===== src/hw/rtl/tcgw_pkg.sv =====
// Shared types and constants of the text console glyph writer.
package tcgw_pkg;

    // Glyph cell size in pixels.
    localparam int GLYPH_HEIGHT = 16;
    localparam int GLYPH_WIDTH  = 8;

    // Field widths.
    localparam int BASE_W  = 24;
    localparam int DIM_W   = 11;
    localparam int COL_W   = 8;
    localparam int ROW_W   = 7;
    localparam int LINE_W  = 4;
    localparam int BITS_W  = 8;
    localparam int ADDR_W  = 25;
    localparam int COUNT_W = 23;
    localparam int CFG_IDX_W = 3;
    localparam int OUT_DATA_W = 56;

    // Configuration register indexes.
    localparam logic [CFG_IDX_W-1:0] CFG_FRAME_BASE    = 3'd0;
    localparam logic [CFG_IDX_W-1:0] CFG_SCREEN_WIDTH  = 3'd1;
    localparam logic [CFG_IDX_W-1:0] CFG_SCREEN_HEIGHT = 3'd2;
    localparam logic [CFG_IDX_W-1:0] CFG_COLUMNS       = 3'd3;
    localparam logic [CFG_IDX_W-1:0] CFG_TEXT_ROWS     = 3'd4;

    // Configuration reset values.
    localparam logic [BASE_W-1:0] RST_FRAME_BASE    = 24'd0;
    localparam logic [DIM_W-1:0]  RST_SCREEN_WIDTH  = 11'd800;
    localparam logic [DIM_W-1:0]  RST_SCREEN_HEIGHT = 11'd600;
    localparam logic [COL_W-1:0]  RST_COLUMNS       = 8'd100;
    localparam logic [ROW_W-1:0]  RST_TEXT_ROWS     = 7'd37;

    // Cursor reset position and the last scan line of a glyph.
    localparam logic [COL_W-1:0]  HOME_COL  = 8'd0;
    localparam logic [ROW_W-1:0]  HOME_ROW  = 7'd1;
    localparam logic [LINE_W-1:0] LAST_LINE = 4'(GLYPH_HEIGHT - 1);

    // Input item modes.
    localparam logic MODE_GLYPH   = 1'b0;
    localparam logic MODE_NEWLINE = 1'b1;

    // Result kinds.
    localparam logic KIND_WRITE = 1'b0;
    localparam logic KIND_CLEAR = 1'b1;

    // Configuration register set.
    typedef struct packed {
        logic [BASE_W-1:0] frame_base;
        logic [DIM_W-1:0]  screen_width;
        logic [DIM_W-1:0]  screen_height;
        logic [COL_W-1:0]  columns_per_line;
        logic [ROW_W-1:0]  text_rows;
    } cfg_t;

    // One decoded item waiting for address generation.
    typedef struct packed {
        logic              valid;
        logic              has_write;
        logic              has_clear;
        logic [COL_W-1:0]  col;
        logic [ROW_W-1:0]  row;
        logic [LINE_W-1:0] line;
        logic [BITS_W-1:0] bits;
    } job_t;

endpackage


===== src/hw/rtl/text_console_glyph_writer.sv =====
// Top level of the text console glyph writer: configuration and stream ports.
//
// Takes one input word per cycle while the job slot is free: a glyph row
// (mode 0) or a newline (mode 1). Each glyph row gives one masked write of
// eight white pixels; a word that overflows the last text row also gives a
// clear of the screen below the top glyph band, so that word offers the write
// and then the clear, and input stalls while the clear is pending. A newline
// gives no result or a single clear. A word is accepted into a job register
// and its first result then goes to an output register; the address path is
// one 11x11 multiply and a three-term add between them. Configuration takes
// effect on the cycle after the write and should be done while idle.
module text_console_glyph_writer (
    input  logic        clk,
    input  logic        rst_n,
    // Configuration writes
    input  logic        cfg_we,
    input  logic [2:0]  cfg_index,
    input  logic [23:0] cfg_data,
    // Input stream
    input  logic        s_tvalid,
    output logic        s_tready,
    input  logic [7:0]  s_tdata,   // [7:0] glyph_bits
    input  logic        s_tuser,   // [0] mode
    // Output stream
    output logic        m_tvalid,
    input  logic        m_tready,
    output logic [55:0] m_tdata,   // [24:0] pixel_addr, [32:25] pixel_mask,
                                   // [55:33] clear_count
    output logic        m_tuser,   // [0] op_kind
    output logic        m_tlast    // last_result
);
    import tcgw_pkg::*;

    cfg_t               cfg_reg;
    job_t               job;
    logic               job_take;
    logic [ADDR_W-1:0]  addr;
    logic [BITS_W-1:0]  mask;
    logic [COUNT_W-1:0] count;

    // Configuration register file.
    always_ff @(posedge clk or negedge rst_n)
    begin
        if (!rst_n)
        begin
            cfg_reg.frame_base       <= RST_FRAME_BASE;
            cfg_reg.screen_width     <= RST_SCREEN_WIDTH;
            cfg_reg.screen_height    <= RST_SCREEN_HEIGHT;
            cfg_reg.columns_per_line <= RST_COLUMNS;
            cfg_reg.text_rows        <= RST_TEXT_ROWS;
        end
        else if (cfg_we)
        begin
            unique case (cfg_index)
                CFG_FRAME_BASE:    cfg_reg.frame_base       <= cfg_data;
                CFG_SCREEN_WIDTH:  cfg_reg.screen_width     <= cfg_data[DIM_W-1:0];
                CFG_SCREEN_HEIGHT: cfg_reg.screen_height    <= cfg_data[DIM_W-1:0];
                CFG_COLUMNS:       cfg_reg.columns_per_line <= cfg_data[COL_W-1:0];
                CFG_TEXT_ROWS:     cfg_reg.text_rows        <= cfg_data[ROW_W-1:0];
                default:           ;
            endcase
        end
    end

    // Cursor and job register.
    tcgw_cursor u_cursor (
        .clk      (clk),
        .rst_n    (rst_n),
        .cfg      (cfg_reg),
        .in_valid (s_tvalid),
        .in_ready (s_tready),
        .in_mode  (s_tuser),
        .in_bits  (s_tdata),
        .job_take (job_take),
        .job      (job)
    );

    // Address generation and output register.
    tcgw_result u_result (
        .clk       (clk),
        .rst_n     (rst_n),
        .cfg       (cfg_reg),
        .job       (job),
        .job_take  (job_take),
        .out_valid (m_tvalid),
        .out_ready (m_tready),
        .out_kind  (m_tuser),
        .out_last  (m_tlast),
        .out_addr  (addr),
        .out_mask  (mask),
        .out_count (count)
    );

    assign m_tdata = {count, mask, addr};

endmodule


===== src/hw/rtl/tcgw_cursor.sv =====
// Cursor tracking and the job register that feeds address generation.
module tcgw_cursor (
    input  logic                     clk,
    input  logic                     rst_n,
    input  tcgw_pkg::cfg_t           cfg,
    input  logic                     in_valid,
    output logic                     in_ready,
    input  logic                     in_mode,
    input  logic [7:0]               in_bits,
    input  logic                     job_take,
    output tcgw_pkg::job_t           job
);
    import tcgw_pkg::*;

    logic [COL_W-1:0]  col_reg, col_next;
    logic [ROW_W-1:0]  row_reg, row_next;
    logic [LINE_W-1:0] line_reg, line_next;
    job_t              job_reg, job_next;

    logic              accept;
    logic              advance_row;
    logic              row_overflow;
    logic [COL_W:0]    col_inc;
    logic [ROW_W:0]    row_inc;

    // The job slot frees up when it is empty or handed on this cycle.
    assign in_ready = !job_reg.valid || job_take;
    assign accept   = in_valid && in_ready;

    assign col_inc      = {1'b0, col_reg} + 1'b1;
    assign row_inc      = {1'b0, row_reg} + 1'b1;
    assign row_overflow = row_inc >= {1'b0, cfg.text_rows};

    // Next cursor position for the accepted word.
    always_comb
    begin
        col_next    = col_reg;
        row_next    = row_reg;
        line_next   = line_reg;
        advance_row = 1'b0;
        if (in_mode == MODE_NEWLINE)
        begin
            line_next   = '0;
            advance_row = 1'b1;
        end
        else if (line_reg == LAST_LINE)
        begin
            line_next = '0;
            if (col_inc >= {1'b0, cfg.columns_per_line})
            begin
                advance_row = 1'b1;
            end
            else
            begin
                col_next = col_inc[COL_W-1:0];
            end
        end
        else
        begin
            line_next = line_reg + 1'b1;
        end
        if (advance_row)
        begin
            col_next = HOME_COL;
            row_next = row_overflow ? HOME_ROW : row_inc[ROW_W-1:0];
        end
    end

    // Job register contents: the position the word is drawn at.
    always_comb
    begin
        job_next = job_reg;
        if (accept)
        begin
            job_next.valid     = 1'b1;
            job_next.has_write = (in_mode == MODE_GLYPH);
            job_next.has_clear = advance_row && row_overflow;
            job_next.col       = col_reg;
            job_next.row       = row_reg;
            job_next.line      = line_reg;
            job_next.bits      = in_bits;
        end
        else if (job_take)
        begin
            job_next.valid = 1'b0;
        end
    end

    // Cursor state and job register.
    always_ff @(posedge clk or negedge rst_n)
    begin
        if (!rst_n)
        begin
            col_reg  <= HOME_COL;
            row_reg  <= HOME_ROW;
            line_reg <= '0;
            job_reg  <= '0;
        end
        else
        begin
            if (accept)
            begin
                col_reg  <= col_next;
                row_reg  <= row_next;
                line_reg <= line_next;
            end
            job_reg <= job_next;
        end
    end

    assign job = job_reg;

endmodule


===== src/hw/rtl/tcgw_result.sv =====
// Address and clear-length generation with the output register.
module tcgw_result (
    input  logic                                clk,
    input  logic                                rst_n,
    input  tcgw_pkg::cfg_t                      cfg,
    input  tcgw_pkg::job_t                      job,
    output logic                                job_take,
    output logic                                out_valid,
    input  logic                                out_ready,
    output logic                                out_kind,
    output logic                                out_last,
    output logic [tcgw_pkg::ADDR_W-1:0]         out_addr,
    output logic [tcgw_pkg::BITS_W-1:0]         out_mask,
    output logic [tcgw_pkg::COUNT_W-1:0]        out_count
);
    import tcgw_pkg::*;

    localparam int LINE_IDX_W = ROW_W + LINE_W;
    localparam int PROD_W     = 2 * DIM_W;
    localparam int BAND_W     = DIM_W + LINE_W;

    logic                valid_reg, valid_next;
    logic                pend_reg, pend_next;
    logic                kind_reg, kind_next;
    logic                last_reg, last_next;
    logic [ADDR_W-1:0]   addr_reg, addr_next;
    logic [BITS_W-1:0]   mask_reg, mask_next;
    logic [COUNT_W-1:0]  count_reg, count_next;

    logic                out_free;
    logic [LINE_IDX_W-1:0] scan_line;
    logic [PROD_W-1:0]   line_offset;
    logic [ADDR_W-1:0]   write_addr;
    logic [BAND_W-1:0]   band;
    logic [PROD_W-1:0]   total;
    logic [COUNT_W-1:0]  clear_len;
    logic [ADDR_W-1:0]   clear_addr;

    // Write address: base + 8*col + width*(16*row + line).
    assign scan_line   = {job.row, job.line};
    assign line_offset = cfg.screen_width * PROD_W'(scan_line);
    assign write_addr  = ADDR_W'(cfg.frame_base)
                       + ADDR_W'({job.col, 3'b000})
                       + ADDR_W'(line_offset);

    // Clear region: everything below the top glyph band.
    assign band       = {cfg.screen_width, 4'b0000};
    assign total      = cfg.screen_width * cfg.screen_height;
    assign clear_len  = (total > PROD_W'(band)) ? COUNT_W'(total - PROD_W'(band)) : '0;
    assign clear_addr = ADDR_W'(cfg.frame_base) + ADDR_W'(band);

    // A pending clear goes out before the next job is taken.
    assign out_free = !valid_reg || out_ready;
    assign job_take = job.valid && out_free && !pend_reg;

    always_comb
    begin
        valid_next = valid_reg;
        pend_next  = pend_reg;
        kind_next  = kind_reg;
        last_next  = last_reg;
        addr_next  = addr_reg;
        mask_next  = mask_reg;
        count_next = count_reg;
        if (out_free)
        begin
            if (pend_reg || (job_take && !job.has_write && job.has_clear))
            begin
                valid_next = 1'b1;
                pend_next  = 1'b0;
                kind_next  = KIND_CLEAR;
                last_next  = 1'b1;
                addr_next  = clear_addr;
                mask_next  = '0;
                count_next = clear_len;
            end
            else if (job_take && job.has_write)
            begin
                valid_next = 1'b1;
                pend_next  = job.has_clear;
                kind_next  = KIND_WRITE;
                last_next  = !job.has_clear;
                addr_next  = write_addr;
                mask_next  = job.bits;
                count_next = '0;
            end
            else
            begin
                valid_next = 1'b0;
            end
        end
    end

    // Control state of the output register.
    always_ff @(posedge clk or negedge rst_n)
    begin
        if (!rst_n)
        begin
            valid_reg <= 1'b0;
            pend_reg  <= 1'b0;
        end
        else
        begin
            valid_reg <= valid_next;
            pend_reg  <= pend_next;
        end
    end

    // Output payload.
    always_ff @(posedge clk)
    begin
        kind_reg  <= kind_next;
        last_reg  <= last_next;
        addr_reg  <= addr_next;
        mask_reg  <= mask_next;
        count_reg <= count_next;
    end

    assign out_valid = valid_reg;
    assign out_kind  = kind_reg;
    assign out_last  = last_reg;
    assign out_addr  = addr_reg;
    assign out_mask  = mask_reg;
    assign out_count = count_reg;

endmodule


===== config.mk =====
export PLATFORM = sky130hd
export DESIGN_NAME = text_console_glyph_writer
export DESIGN_NICKNAME = d
export VERILOG_FILES = /design/src/hw/rtl/tcgw_pkg.sv /design/src/hw/rtl/text_console_glyph_writer.sv /design/src/hw/rtl/tcgw_cursor.sv /design/src/hw/rtl/tcgw_result.sv
export SDC_FILE = /design/constraint.sdc
export NUM_CORES = 1
export LEC_CHECK = 0
export ABC_AREA = 1
export BUFFER_PORTS_ARGS = -buffer_cell sky130_fd_sc_hd__buf_2
export CAP_MARGIN = 40
export CORE_UTILIZATION = 60
export CTS_CLUSTER_SIZE = 8
export DETAILED_ROUTE_END_ITERATION = 10
export GPL_ROUTABILITY_DRIVEN = 1
export PLACE_DENSITY = 0.76
export RECOVER_POWER = 50
export SYNTH_ARGS = -nofsm -noshare
export SYNTH_HDL_FRONTEND = slang
export SYNTH_SLANG_ARGS = --single-unit

===== constraint.sdc =====
create_clock -name clk -period 13.5 [get_ports clk]
set_input_delay 0.675 -clock clk [delete_from_list [all_inputs] [get_ports clk]]
set_output_delay 0.675 -clock clk [all_outputs]
set_load 0.005 [all_outputs]

### Word-level counts from Yosys, hierarchy flattened

Cells that the tools add are included.

* bits in registers: 170
* latch bits: 0
* bits in writable memories: 0
* memory bits (read-only): 0
* bits of input ports: 41
* logic and storage cells: 93
* memories: 0

* $add $sub $neg: 7
* multiply operators: 2
* divide/modulo/power cells: 0
* $lt $le $gt $ge: 3
* equal/unequal tests: 7
* shifts and indexed selects: 0
* multiplexer cells: 24
* bitwise logic cells: 1
* reductions and logical operators: 27

Operators by type and width (number)
* 23-bit 2-to-1 mux: 3
* 25-bit 2-to-1 mux: 2
* 11-bit by 11-bit multiplier with 22-bit output: 2
* 8-bit 2-to-1 mux: 5
* 24-bit by 11-bit adder with 25-bit output: 1
* 24-bit by 15-bit adder with 25-bit output: 1
* 25-bit by 22-bit adder with 25-bit output: 1
* 22-bit by 15-bit subtractor with 23-bit output: 1
* 22-bit by 15-bit greater-than comparator with 1-bit output: 1
* 2-bit AND reduction: 7
* 1-bit 2-to-1 mux: 11
* 8-bit by 1-bit adder with 9-bit output, second input constant: 1
* 9-bit by 8-bit greater-or-equal comparator with 1-bit output: 1
* 7-bit by 1-bit adder with 8-bit output, second input constant: 1
* 8-bit by 7-bit greater-or-equal comparator with 1-bit output: 1
* 4-bit 2-to-1 mux: 2
* 1-bit logical AND: 7
* 7-bit 2-to-1 mux: 1
* 3-bit by 2-bit equality test with 1-bit output, second input constant: 2
* 2-bit nonzero test: 3
* 1-bit logical NOT: 5
* 4-bit by 1-bit adder with 4-bit output, second input constant: 1
* 4-bit equality test, second input constant: 1
* 2-bit by 1-bit != test with 1-bit output, second input constant: 2
* 6 further kinds: 8

### Logic depth before layout (Yosys ltp)

* word-level depth: 9
* mapped depth: 34
* depth with buffers taken out: 33

### Modules after synthesis

From an unflattened synthesis, not the netlist that was laid out.

* cells, all modules: 2337
* area total of the unflattened synthesis: 18311.3 sq um

Modules (own cells, without submodules)
* tcgw_result: instances 1, cells each 1736, area an instance 13182.6 sq um, seq. area each 1791.7 sq um
* tcgw_cursor: instances 1, cells each 324, area an instance 2662.6 sq um, seq. area each 1227.4 sq um
* text_console_glyph_writer: instances 1, cells each 277, area an instance 2466.1 sq um, seq. area each 1542.7 sq um

### Least setup slack after synthesis

Ideal clock, no wire load.

* path kind: flip-flop to flip-flop
* from: register cfg_reg[31] in the netlist's numbering
* to: register u_result.count_reg[14] (netlist: u_result.out_count[14]), data pin
* data arrival time: 6.030 ns
* data required time: 13.244 ns
* slack: 7.215 ns
* stages on the path, launching flop included: 30
* path buffers: 3
* cells stage by stage: dfstp_2 -> clkbuf_1 -> nand2_1 -> fa_1 -> fa_1 -> fa_1 -> inv_1 -> fa_1 -> inv_1 -> fa_1 -> inv_1 -> ha_1 -> nand2_1 -> inv_1 -> a21oi_1 -> nand2_1 -> a31oi_1 -> xnor2_1 -> ha_1 -> clkbuf_1 -> nand2_1 -> nor2_1 -> and3_1 -> nor2_1 -> nand3_2 -> nor2_1 -> nand2_1 -> nand3_2 -> buf_6 -> nor2_1

* word-level cells in the longest chain between the ends: 4
* elaborated cells between the ends (all ways): 5
* classes of those cells: add/sub: 1; mul: 1; order compare: 1; mux: 2

RTL lines
* from (decl): line text_console_glyph_writer.sv:34 `cfg_t cfg_reg;`
* 11-bit by 11-bit multiplier with 22-bit output: line tcgw_result.sv:48 `assign total = cfg.screen_width * cfg.screen_height;`
* 22-bit by 15-bit subtractor with 23-bit output or 22-bit by 15-bit greater-than comparator with 1-bit output (tied branches): line tcgw_result.sv:49 `assign clear_len = (total > PROD_W'(band)) ? COUNT_W'(total - PROD_W'(band)) : '0;`
* 23-bit 2-to-1 mux *: line tcgw_result.sv:49
* 23-bit 2-to-1 mux *: line tcgw_result.sv:67 `if (pend_reg || (job_take && !job.has_write && job.has_clear))`
* to (signal assigned): line tcgw_result.sv:116 `count_reg <= count_next;`
* to (decl): line tcgw_result.sv:28 `logic [COUNT_W-1:0] count_reg, count_next;`

Every way passes the cells marked *; elsewhere a longest branch is shown, timed or not.
A chain may end at the register's enable or synchronous reset.

### Worst setup path after layout

* from: register cfg_reg[28] in the netlist's numbering
* to: register u_result.count_reg[9] (netlist: u_result.out_count[9]), data pin

Same word-level chain as after synthesis.

==> impl_results.md <==
- Cell Area, Synth: between 15000 and 20000 µm²
- Gr ovfl total: 0
- Syn avg cell area: 7.943 µm²
- Crit. End Element: flip-flop
- Hpwl dp: 34280 µm
- Die area: roughly 30000 µm²
- Largest net degree at the start of global routing: 69
- Period Utilization, post-route: 0.5150
- Min-delay worst type: in -> reg
- Status: complete, but fails checks
- Max Cap Viol: 3
- Synth cell types: 48
- CTS tree: yes
- Syn Inst Count: 2238
- Setup violators final: 0
- Die W: 174.1 µm
- Final Hold Fails: 0
- Hold path start: s_tdata[4]
- CTS root buffer: clkbuf_16
- Worst hold path endpoint: u_cursor.job[4]$_DFFE_PN0P_
- Post-cts resize count: 0
- Fin area: about 19000 µm²
- TritonCTS Buffers: 17
- Dominant cell type by area after synthesis: fa_1
- Top cell by count, worst path: nor2_1
- Io pins: approximately 100
- CP max stage cell: dfrtp_1
- Post-DRT Antenna Nets: 0
- Most frequent cells in the layout: nand2_1 (588), inv_1 (524), fa_1 (193)
- Max Clk Rate: between 0.1 and 0.15 GHz
- Hold path cells: 3
- CP max FO: 25
- Core area: 28940 µm²
- Reg-to-Reg End: u_result.out_count[9]$_SDFFCE_PP0P_
- Worst Path Arrival: just over 7 ns
- Ys Warns: 0
- Placed Area: 18570 µm²
- Ys flop type: dfrtp_1
- Clk_lat worst skew: around 0.45 ns
- Slew Limit Fails: approximately 160
- Seq/Total Area, Yosys: 0.2566
- Setup bufs post-CTS: 0
- Yosys reg bits: 170
- Port bufs: 100
- DR WL/cell: 16.37 µm
- Starting Density: 0.6144
- Clock buffer depth: 2
- RSZ-0062 raised after global routing: no
- Total length of routed wires: 44110 µm
- Post-synth EDFFs: between 50 and 60
- Slew margin rel.: -1.329
- Setup TNS: 0 ns
- CTS Sinks: 170
- Hold buffers post-CTS: 0
- H-tree levels: 4
- DRC: 0
- CP Data Required Time: around 14 ns
- Routability Congestion: 0.9743
- R2r setup slk: 6.55 ns
- Filler cell count: roughly 2500
- Failing checks: capacitance limit, slew limit
- Share of cells above drive strength 1: 0.06494
- DR iter-0 viols: between 1000 and 1500
- Final Critical Period: just under 7 ns
- Number of global-route vias before repair: about 15000
- Kind of critical path: reg -> reg
- Slowest Stage Delay on Critical Path: 0.95 ns
- Clk pin slew, worst setup/hold paths: around 0.08 ns
- Fin Clk Skew: approximately 0.020 ns
- Vias per cell: 5.382
- Fraction of registers with async set/reset: 0.6588
- Layout area overhead: 7.805%
- Via count: around 14000
- Synth top area cells: fa_1 (22%), dfrtp_1 (14%), nand2_1 (12%), ha_1 (11%), inv_1 (11%)
- Reg2Reg Depth: 26
- Commonest non-fill, non-tap cell in the layout: nand2_1
- N_diodes: 0
- Total GRT Usage: 0.3107
- Row cnt: 62
- CP startpoint kind: flip-flop
- Top cell type's share of synthesized area: 0.2173
- Initial antenna violation count: 1
- Worst slew pin tran: 3.493 ns
- Worst reg2reg startpoint: cfg_reg[28]$_DFFE_PN0P_
- First-pass GRT wire length: ~74000 µm
- Final net count: around 2700
- Max reg flops: 61
- Final hold slack: about 0.42 ns
- Chip height: ~170 µm
- Syn nets: between 2000 and 3000
- DRT Pass-1 Iters: 6
-- Yosys cell counts (all sizes together) (6+ instances only) --
| library cell | count |
|---|---|
| a21o | 8 |
| a21oi | 77 |
| a31oi | 6 |
| clkbuf | 64 |
| dfrtp | 98 |
| dfstp | 14 |
| edfxtp | 58 |
| fa | 193 |
| ha | 162 |
| inv | 526 |
| mux2 | 8 |
| nand2 | 592 |
| nand3 | 71 |
| nand4 | 13 |
| nor2 | 121 |
| nor3 | 11 |
| o21ai | 137 |
| xnor2 | 14 |
| xor2 | 25 |
-- cell families (layout without fill, tap and decap cells) --
kind of cell / count (synthesis) / after routing / synth area share
simple gates: 824 / 824 / 0.1864
buf+inv: 596 / 668 / 0.1268
fa+ha+maj: 355 / 355 / 0.3314
compound gates: 245 / 245 / 0.07397
flops: 170 / 170 / 0.2566
xor+xnor: 39 / 39 / 0.01921
mux: 9 / 9 / 0.005631
-- final cells by class --
| class | instances | area (µm²) | share of cell area |
|---|---|---|---|
| Inverter | 527 | 1978 | 0.1032 |
| Multi-Input combinational cell | 1472 | 10950 | 0.5716 |
| Timing Repair Buffer | 109 | 566.8 | 0.02958 |
| Sequential cell | 170 | 4562 | 0.2380 |
| Clock inverter | 14 | 172.7 | 0.009010 |
| Tap cell | 384 | 480.5 | 0.02507 |
| Clock buffer | 18 | 450.4 | 0.02350 |
-- through the flow --
step	cells	worst slack, ns	util
2_1_floorplan	2238	7.215	-
3_3_place_gp	2659	6.715	0.6404
3_5_place_dp	2661	6.510	0.6418
4_1_cts	2693	6.508	0.6634
5_1_grt	2694	6.044	0.6623
6_report	2694	6.548	0.6623
-- metal layers --
metal / wire length [µm] / track usage / share of wire
met1: 18310 / 0.3989 / 0.42
met2: 21720 / 0.5330 / 0.49
met3: 2548 / 0.03675 / 0.058
met4: 1526 / 0.1316 / 0.035
met5: 0 / 0 / 0
-- worst max-delay path: cells and delay by family, from the launching register on --
kind	cells	cell delay [ns]
AOI/OAI and AO/OA	1	0.09
xor gates and xnor gates	1	0.23
adders and majority gates	7	3.32
buffers and inverters	4	0.22
DFF	1	0.95
and+or+nand+nor	13	1.86
-- how the worst max path moves through the flow --
stage,startpoint,cells past startpoint,endpoint
after floorplan,cfg_reg[31]$_DFFE_PN1P_,29,u_result.out_count[14]$_SDFFCE_PP0P_
after global placement,cfg_reg[28]$_DFFE_PN0P_,26,u_result.out_count[4]$_SDFFCE_PP0P_
after detailed placement,cfg_reg[32]$_DFFE_PN0P_,26,u_result.out_count[9]$_SDFFCE_PP0P_
after CTS,cfg_reg[28]$_DFFE_PN0P_,26,u_result.out_count[9]$_SDFFCE_PP0P_
after global routing,cfg_reg[27]$_DFFE_PN0P_,26,u_result.out_count[13]$_SDFFCE_PP0P_
final,cfg_reg[28]$_DFFE_PN0P_,26,u_result.out_count[9]$_SDFFCE_PP0P_
Power is left out: the tool's default activity adds up to more than one toggle a clock period on the data nets, which glitch-free logic cannot reach.
